### src/hdl/u16u8_pkg.sv
// package with types, constants and the byte encoder for the utf-16 to utf-8 unit
`timescale 1ns / 1ps
`default_nettype none
package u16u8_pkg;

   localparam int UnitWidth  = 16;
   localparam int ByteWidth  = 8;
   localparam int CpWidth    = 21;
   localparam int MaxBytes   = 4;
   localparam int IdxWidth   = $clog2(MaxBytes);
   localparam int QueueDepth = 2;
   localparam int QPtrWidth  = $clog2(QueueDepth);
   localparam int QCntWidth  = $clog2(QueueDepth + 1);

   localparam logic [5:0]  SURR_HIGH_TAG  = 6'b110110;
   localparam logic [5:0]  SURR_LOW_TAG   = 6'b110111;
   localparam logic [CpWidth-1:0] SUPP_BASE = 21'h10000;
   localparam logic [1:0]  CONT_TAG       = 2'b10;
   localparam logic [2:0]  LEAD2_TAG      = 3'b110;
   localparam logic [3:0]  LEAD3_TAG      = 4'b1110;
   localparam logic [4:0]  LEAD4_TAG      = 5'b11110;

   localparam logic [IdxWidth-1:0] LAST_IDX1 = 2'd0;
   localparam logic [IdxWidth-1:0] LAST_IDX2 = 2'd1;
   localparam logic [IdxWidth-1:0] LAST_IDX3 = 2'd2;
   localparam logic [IdxWidth-1:0] LAST_IDX4 = 2'd3;

   typedef struct packed {
      logic [MaxBytes-1:0][ByteWidth-1:0] bytes;
      logic [IdxWidth-1:0]                last_idx;
   } cmd_type;

   function automatic cmd_type encode_cp(input logic [CpWidth-1:0] cp);
      cmd_type c;
      c = '0;
      if (cp[CpWidth-1:7] == '0) begin
         c.bytes[0] = {1'b0, cp[6:0]};
         c.last_idx = LAST_IDX1;
      end else if (cp[CpWidth-1:11] == '0) begin
         c.bytes[0] = {LEAD2_TAG, cp[10:6]};
         c.bytes[1] = {CONT_TAG, cp[5:0]};
         c.last_idx = LAST_IDX2;
      end else if (cp[CpWidth-1:16] == '0) begin
         c.bytes[0] = {LEAD3_TAG, cp[15:12]};
         c.bytes[1] = {CONT_TAG, cp[11:6]};
         c.bytes[2] = {CONT_TAG, cp[5:0]};
         c.last_idx = LAST_IDX3;
      end else begin
         c.bytes[0] = {LEAD4_TAG, cp[20:18]};
         c.bytes[1] = {CONT_TAG, cp[17:12]};
         c.bytes[2] = {CONT_TAG, cp[11:6]};
         c.bytes[3] = {CONT_TAG, cp[5:0]};
         c.last_idx = LAST_IDX4;
      end
      return c;
   endfunction

endpackage
`default_nettype wire

### src/hdl/u16u8_front.sv
// front end: accepts code units, pairs surrogates, builds byte commands
`timescale 1ns / 1ps
`default_nettype none
module u16u8_front import u16u8_pkg::*; (
   input  wire logic                 clock,
   input  wire logic                 reset,
   input  wire logic                 req_valid,
   output logic                      req_ready,
   input  wire logic [UnitWidth-1:0] req_code_unit,
   output logic                      push,
   output cmd_type                   push_cmd,
   input  wire logic                 push_ready
);

   logic       pending_ff, pending_in;
   logic [9:0] high_bits_ff, high_bits_in;
   logic [5:0] tag;
   logic       accept;
   logic       emit;
   logic [CpWidth-1:0] cp;

   assign tag       = req_code_unit[15:10];
   assign req_ready = push_ready;
   assign accept    = req_valid && req_ready;
   assign emit      = pending_ff || (tag != SURR_HIGH_TAG && tag != SURR_LOW_TAG);
   assign push      = accept && emit;

   always_comb begin
      if (pending_ff) begin
         cp = {1'b0, high_bits_ff, req_code_unit[9:0]} + SUPP_BASE;
      end else begin
         cp = {{(CpWidth-UnitWidth){1'b0}}, req_code_unit};
      end
   end

   assign push_cmd = encode_cp(cp);

   always_comb begin
      pending_in   = pending_ff;
      high_bits_in = high_bits_ff;
      if (accept) begin
         if (pending_ff) begin
            pending_in   = 1'b0;
            high_bits_in = '0;
         end else if (tag == SURR_HIGH_TAG) begin
            pending_in   = 1'b1;
            high_bits_in = req_code_unit[9:0];
         end
      end
   end

   always_ff @(posedge clock) begin
      if (reset) begin
         pending_ff   <= 1'b0;
         high_bits_ff <= '0;
      end else begin
         pending_ff   <= pending_in;
         high_bits_ff <= high_bits_in;
      end
   end

endmodule
`default_nettype wire

### src/hdl/u16u8_queue.sv
// short command queue between front and back ends
`timescale 1ns / 1ps
`default_nettype none
module u16u8_queue import u16u8_pkg::*; (
   input  wire logic    clock,
   input  wire logic    reset,
   input  wire logic    push,
   input  cmd_type      push_cmd,
   output logic         push_ready,
   output logic         head_valid,
   output cmd_type      head_cmd,
   input  wire logic    pop
);

   cmd_type                entry_ff [QueueDepth];
   logic [QPtrWidth-1:0]   wr_ptr_ff, wr_ptr_in;
   logic [QPtrWidth-1:0]   rd_ptr_ff, rd_ptr_in;
   logic [QCntWidth-1:0]   count_ff, count_in;

   assign head_valid = (count_ff != '0);
   assign head_cmd   = entry_ff[rd_ptr_ff];
   assign push_ready = (count_ff != QCntWidth'(QueueDepth)) || pop;

   always_comb begin
      wr_ptr_in = push ? wr_ptr_ff + 1'b1 : wr_ptr_ff;
      rd_ptr_in = pop ? rd_ptr_ff + 1'b1 : rd_ptr_ff;
      count_in  = count_ff;
      if (push && !pop) begin
         count_in = count_ff + 1'b1;
      end else if (pop && !push) begin
         count_in = count_ff - 1'b1;
      end
   end

   always_ff @(posedge clock) begin
      if (push) begin
         entry_ff[wr_ptr_ff] <= push_cmd;
      end
   end

   always_ff @(posedge clock) begin
      if (reset) begin
         wr_ptr_ff <= '0;
         rd_ptr_ff <= '0;
         count_ff  <= '0;
      end else begin
         wr_ptr_ff <= wr_ptr_in;
         rd_ptr_ff <= rd_ptr_in;
         count_ff  <= count_in;
      end
   end

endmodule
`default_nettype wire

### src/hdl/u16u8_back.sv
// back end: sends command bytes one per cycle unless stalled, via output register
`timescale 1ns / 1ps
`default_nettype none
module u16u8_back import u16u8_pkg::*; (
   input  wire logic                 clock,
   input  wire logic                 reset,
   input  wire logic                 head_valid,
   input  cmd_type                   head_cmd,
   output logic                      pop,
   output logic                      rsp_valid,
   input  wire logic                 rsp_ready,
   output logic [ByteWidth-1:0]      rsp_out_byte,
   output logic                      rsp_last_byte
);

   logic [IdxWidth-1:0]  idx_ff, idx_in;
   logic                 valid_ff, valid_in;
   logic [ByteWidth-1:0] byte_ff, byte_in;
   logic                 last_ff, last_in;
   logic                 load;
   logic                 at_last;

   assign load    = head_valid && (!valid_ff || rsp_ready);
   assign at_last = (idx_ff == head_cmd.last_idx);
   assign pop     = load && at_last;

   always_comb begin
      idx_in   = idx_ff;
      valid_in = valid_ff;
      byte_in  = byte_ff;
      last_in  = last_ff;
      if (load) begin
         valid_in = 1'b1;
         byte_in  = head_cmd.bytes[idx_ff];
         last_in  = at_last;
         idx_in   = at_last ? '0 : idx_ff + 1'b1;
      end else if (rsp_ready) begin
         valid_in = 1'b0;
      end
   end

   always_ff @(posedge clock) begin
      if (reset) begin
         idx_ff   <= '0;
         valid_ff <= 1'b0;
      end else begin
         idx_ff   <= idx_in;
         valid_ff <= valid_in;
      end
   end

   always_ff @(posedge clock) begin
      byte_ff <= byte_in;
      last_ff <= last_in;
   end

   assign rsp_valid     = valid_ff;
   assign rsp_out_byte  = byte_ff;
   assign rsp_last_byte = last_ff;

endmodule
`default_nettype wire

### src/hdl/utf16_to_utf8_encoder_unit.sv
// top level of the utf-16 to utf-8 encoder
//
// request channel (req_valid, req_ready, req_code_unit): one 16-bit utf-16
// code unit per request. a high surrogate is held and produces nothing; the
// next unit is its partner and yields a four-byte sequence. a lone low
// surrogate is dropped. other units give one to three bytes.
// response channel (rsp_valid, rsp_ready, rsp_out_byte, rsp_last_byte): one
// utf-8 byte per response, lead byte first, rsp_last_byte high on the last
// byte of each sequence.
// the first byte of a request passes through the command queue and the byte
// output register to rsp_valid. throughput: one byte per cycle while the
// receiver is ready; a request gives one to four bytes (four for a surrogate
// pair), and high surrogates or dropped units use only the request port.
// a two-entry command queue sits between the front end and the byte output
// stage; when the receiver stalls, the queue fills and req_ready drops.
// reset (synchronous, active high) empties the queue and clears any pending
// high surrogate.
`timescale 1ns / 1ps
`default_nettype none
module utf16_to_utf8_encoder_unit import u16u8_pkg::*; (
   input  wire logic                 clock,
   input  wire logic                 reset,
   input  wire logic                 req_valid,
   output logic                      req_ready,
   input  wire logic [UnitWidth-1:0] req_code_unit,
   output logic                      rsp_valid,
   input  wire logic                 rsp_ready,
   output logic [ByteWidth-1:0]      rsp_out_byte,
   output logic                      rsp_last_byte
);

   logic    push;
   cmd_type push_cmd;
   logic    push_ready;
   logic    head_valid;
   cmd_type head_cmd;
   logic    pop;

   u16u8_front u_front (
      .clock         (clock),
      .reset         (reset),
      .req_valid     (req_valid),
      .req_ready     (req_ready),
      .req_code_unit (req_code_unit),
      .push          (push),
      .push_cmd      (push_cmd),
      .push_ready    (push_ready)
   );

   u16u8_queue u_queue (
      .clock      (clock),
      .reset      (reset),
      .push       (push),
      .push_cmd   (push_cmd),
      .push_ready (push_ready),
      .head_valid (head_valid),
      .head_cmd   (head_cmd),
      .pop        (pop)
   );

   u16u8_back u_back (
      .clock         (clock),
      .reset         (reset),
      .head_valid    (head_valid),
      .head_cmd      (head_cmd),
      .pop           (pop),
      .rsp_valid     (rsp_valid),
      .rsp_ready     (rsp_ready),
      .rsp_out_byte  (rsp_out_byte),
      .rsp_last_byte (rsp_last_byte)
   );

endmodule
`default_nettype wire

### config.mk
export PLATFORM = sky130hd
export DESIGN_NAME = utf16_to_utf8_encoder_unit
export DESIGN_NICKNAME = d
export VERILOG_FILES = /design/src/hdl/u16u8_pkg.sv /design/src/hdl/u16u8_front.sv /design/src/hdl/u16u8_queue.sv /design/src/hdl/u16u8_back.sv /design/src/hdl/utf16_to_utf8_encoder_unit.sv
export SDC_FILE = /design/constraint.sdc
export NUM_CORES = 1
export LEC_CHECK = 0
export BUFFER_PORTS_ARGS = -buffer_cell sky130_fd_sc_hd__buf_2
export CAP_MARGIN = 20
export CORE_MARGIN = 2
export CORE_UTILIZATION = 40
export DETAILED_ROUTE_END_ITERATION = 10
export SLEW_MARGIN = 10
export SYNTH_ARGS = -nofsm -noshare
export SYNTH_HDL_FRONTEND = slang
export SYNTH_SLANG_ARGS = --single-unit
export TNS_END_PERCENT = 20
### constraint.sdc
create_clock -name clock -period 4.9 [get_ports clock]
set_clock_uncertainty 0.2 [all_clocks]
set_input_delay 0.245 -clock clock [delete_from_list [all_inputs] [get_ports clock]]
set_output_delay 0.245 -clock clock [all_outputs]
set_load 0.02 [all_outputs]
==> results summary <==
The run finished with clean final reports. The clock network fraction of design power is 28.0%. The last weighted congestion value of the routability-driven placer came out at 0.903. Summed over all instances, the cell type with the most area after synthesis is sky130_fd_sc_hd__edfxtp_1. The mean cell area of the mapped netlist is 12.9 um^2. For this block, the via count after detailed routing is 2,557.

After synthesis, the largest area contributor takes up 50.3% of total cell area. The initial antenna violation count is 0. TritonCTS built the clock tree.

The area added between synthesis and finish is 12.8%. At the worst endpoint, the arrival time is 3030 ps. The cell row count is 36. The type of the worst min-delay path is in -> reg. The pre-antenna-repair detailed-routing pass consisted of 4 iterations. Setup repair after global routing left no endpoint under its margin. The area inside the core boundary came out at 0.00973 mm^2. By instance count, the leading cell after synthesis is sky130_fd_sc_hd__edfxtp_1. After detailed routing, the average wire length per cell comes to 16.5 um. The final layout contains 362 nets. Counting flops with a built-in enable in the synthesized netlist gives 67. Final hold analysis gives a worst-case slack of 26.4 ps. The pin count of the biggest net entering global routing is 31. The share of the clock period used by the worst path after layout is 60.2%. Timing would allow up to 339 MHz. At the later pin of the worst-skew pair, clock insertion delay measures 350 ps. The max-capacitance violation count came out at 0. The final critical-path required period came out at 2950 ps. The headroom to the max-slew limit is 44.4%. In the post-synthesis netlist, the biggest area contributors are sky130_fd_sc_hd__edfxtp_1 50%, sky130_fd_sc_hd__dfxtp_1 9.5%, sky130_fd_sc_hd__mux4_2 6.8%.

The global-route wire length before repair is 12,700 um. The floorplan step set the die height to 104 um. The mean number of vias per cell is 5.35.

The async set-reset flop share out of synthesis is 0%. After technology mapping, the gate count stands at 309. STA classifies the critical path startpoint as a register. The sequential element share of the synthesized area came out at 59.9%. The fraction of power consumed by combinational cells came out at 21.2%. The root buffer cell is sky130_fd_sc_hd__clkbuf_8. The initial cell density of the core is 41.1%. In the routed design, unresolved DRC markers number 0. The overall routed net length is 7900 um. The pre-CTS setup slack came out at 1900 ps.

Measured along the x axis, the die boundary spans 104 um. The worst setup path is of the reg -> reg kind. The violation count after the first detailed-routing iteration is 131. The synthesized design contains 86 register bits. CTS saw 86 sinks. The number of CTS-inserted buffers is 9. The share of final-layout standard cells stronger than drive strength 1 is 22.9%. The H-tree level count is 3. The worst-case clock buffer depth came out at 2.

The most frequently used flop master after synthesis is sky130_fd_sc_hd__edfxtp_1. After clock tree synthesis, the clock-pin slew on the worst setup and hold paths is 90 ps. The number of nets in the synthesized netlist is 331. The number of unique standard cell types used by synthesis is 54. The diode insertion count for antenna repair came out at 0. Data on the critical path is required at its endpoint by 4980 ps. The internal cell power came out at 0.00140 W. The via count of the first global-routing pass was 2,377. The setup fix buffers added after clock tree synthesis is 0.

The number of placed I/O pins is 31. By count the netlist is led by 67 x sky130_fd_sc_hd__edfxtp_1, 19 x sky130_fd_sc_hd__dfxtp_1, 19 x sky130_fd_sc_hd__inv_1. The worst supply voltage drop on vdd came out at 0.160 mV.

The worst path setup slack after routing is 1950 ps. The proportion of power drawn by flip-flops and latches is 50.8%. The die area came out at 0.0108 mm^2. The category of the worst setup path capture point is a register. The netlist area before placement is 0.00400 mm^2.

The number of input and output port buffers inserted is 30. The count of nets left with antenna violations after detail routing came out at 0. Setup violations remaining at the end of the flow were counted as 0.

The placed wire-length estimate is 5380 um. The largest fanout on the critical path is 18. The max-slew violation total from the final report came to 0. Power spread over the standard cell area amounts to 437 mW/mm^2. The switching power is 0.000565 W. The final total negative setup slack is 0 ps.

Global routing consumed, over all layers together, 15.2% of the routing resources. The overall overflow remaining after global route came out at 0. The transition time of the tightest slew-check pin came out at 834 ps. The total count of hold-check failures in the final report came to 0.

The Yosys step of the flow raised 0 warnings. The static leakage power is 1.54 nW. The switching fraction of total power came out at 28.7%.
[sequential cells by signal, summed over array words and instances (netlist names), named ones only]
register / flops
u_back.rsp_out_byte: 8
u_back.idx_ff: 2
u_back.rsp_last_byte: 1
u_queue.count_ff: 2
u_back.rsp_valid: 1
u_front.pending_ff: 1
u_queue.wr_ptr_ff: 1
u_queue.rd_ptr_ff: 1
u_queue.entry_ff: 58
u_front.high_bits_ff: 10
[routing by layer]
layer / global-route usage [%] / wire (um) / vias up
met1: 22.7 / 3930 / 1231
met5: 0 / 0 / -
met4: 5.02 / 85 / 0
met2: 22.0 / 3520 / 78
li1: - / - / 1241
met3: 3.20 / 364 / 7
[path summary, 6_finish.rpt]
kind	from	to	slack, ps	cells past startpoint
worst min register to register	u_front.high_bits_ff[0]	u_front.high_bits_ff[0]	280	2
worst max register to register	u_back.idx_ff[0]	u_queue.count_ff[1]	1950	6
worst max-delay path	u_back.idx_ff[0]	u_queue.count_ff[1]	1950	6
worst min-delay path	req_code_unit[5]	u_front.high_bits_ff[5]	30	3
[critical path, stage by stage, from the launching register on]
cell                       delay (ps)
sky130_fd_sc_hd__dfxtp_1          870
sky130_fd_sc_hd__xor2_1           220
sky130_fd_sc_hd__a311oi_2         590
sky130_fd_sc_hd__nor2_1           160
sky130_fd_sc_hd__ha_1             340
sky130_fd_sc_hd__or3_1            350
sky130_fd_sc_hd__a21oi_1          140
[power by group through the flow]
stage,combinational [W],clock [W],sequential [W]
global placement,0.000415,0,0.00102
global route,0.000459,0.000589,0.00102
floorplan,0.000288,0,0.00103
CTS,0.000423,0.000565,0.00100
detailed placement,0.000420,0,0.00102
finish,0.000417,0.000551,0.00100
[placed cells by master, fill, tap and decap left out, types with 3 or more instances in the layout]
cell	n
sky130_fd_sc_hd__a21oi_1	15
sky130_fd_sc_hd__a22oi_1	3
sky130_fd_sc_hd__a31oi_1	3
sky130_fd_sc_hd__and2_1	3
sky130_fd_sc_hd__and3_1	8
sky130_fd_sc_hd__buf_2	30
sky130_fd_sc_hd__buf_4	4
sky130_fd_sc_hd__clkbuf_8	9
sky130_fd_sc_hd__dfxtp_1	19
sky130_fd_sc_hd__edfxtp_1	67
sky130_fd_sc_hd__inv_1	19
sky130_fd_sc_hd__mux2_2	9
sky130_fd_sc_hd__mux2i_1	7
sky130_fd_sc_hd__mux4_2	12
sky130_fd_sc_hd__nand2_1	18
sky130_fd_sc_hd__nand2b_1	12
sky130_fd_sc_hd__nand3_1	9
sky130_fd_sc_hd__nor2_1	15
sky130_fd_sc_hd__nor2b_1	3
sky130_fd_sc_hd__nor3_1	5
sky130_fd_sc_hd__nor3_2	3
sky130_fd_sc_hd__o21ai_0	12
sky130_fd_sc_hd__o32ai_1	10
sky130_fd_sc_hd__xnor2_1	3
sky130_fd_sc_hd__xor2_1	5
[kinds of logic (layout without fill, tap and decap cells)]
group / count (synthesis) / count (layout) / share of synthesized area (%)
buf+inv: 35 / 71 / 3.79
xor+xnor: 9 / 9 / 2.16
simple gates: 86 / 86 / 11.6
fa+ha+maj: 2 / 2 / 0.626
mux: 29 / 29 / 11.4
compound gates: 62 / 62 / 10.6
flops: 86 / 86 / 59.9
[layout make-up]
class                      count  area (um^2)
clock buffer                   9          124
clock inverter                 7         96.3
fill                         926         5220
inverter                      19         71.3
multi-input combinational    188         1460
sequential                    86         2390
tap                          133          166
timing repair buffer          36          200
[repair_timing]
| action | in CTS | in global routing |
|---|---|---|
| resized for setup | 0 | 0 |
| hold buffers | 1 | 1 |
| hold endpoints to repair | 1 | 1 |
| endpoints found under the setup margin | 0 | 0 |
[per-stage QoR]
step | utilization [%] | power (W) | cells | area (um^2)
final | 46.3 | 0.00197 | 478 | 4510
after global routing | 46.3 | 0.00207 | 478 | 4510
after CTS | 46.2 | 0.00199 | 476 | 4490
after detailed placement | 43.8 | 0.00144 | 459 | 4260
after global placement | 43.8 | 0.00143 | 459 | 4260
after floorplan | - | 0.00131 | 309 | 4000
Note: power is estimated with default switching activity, not from simulation.
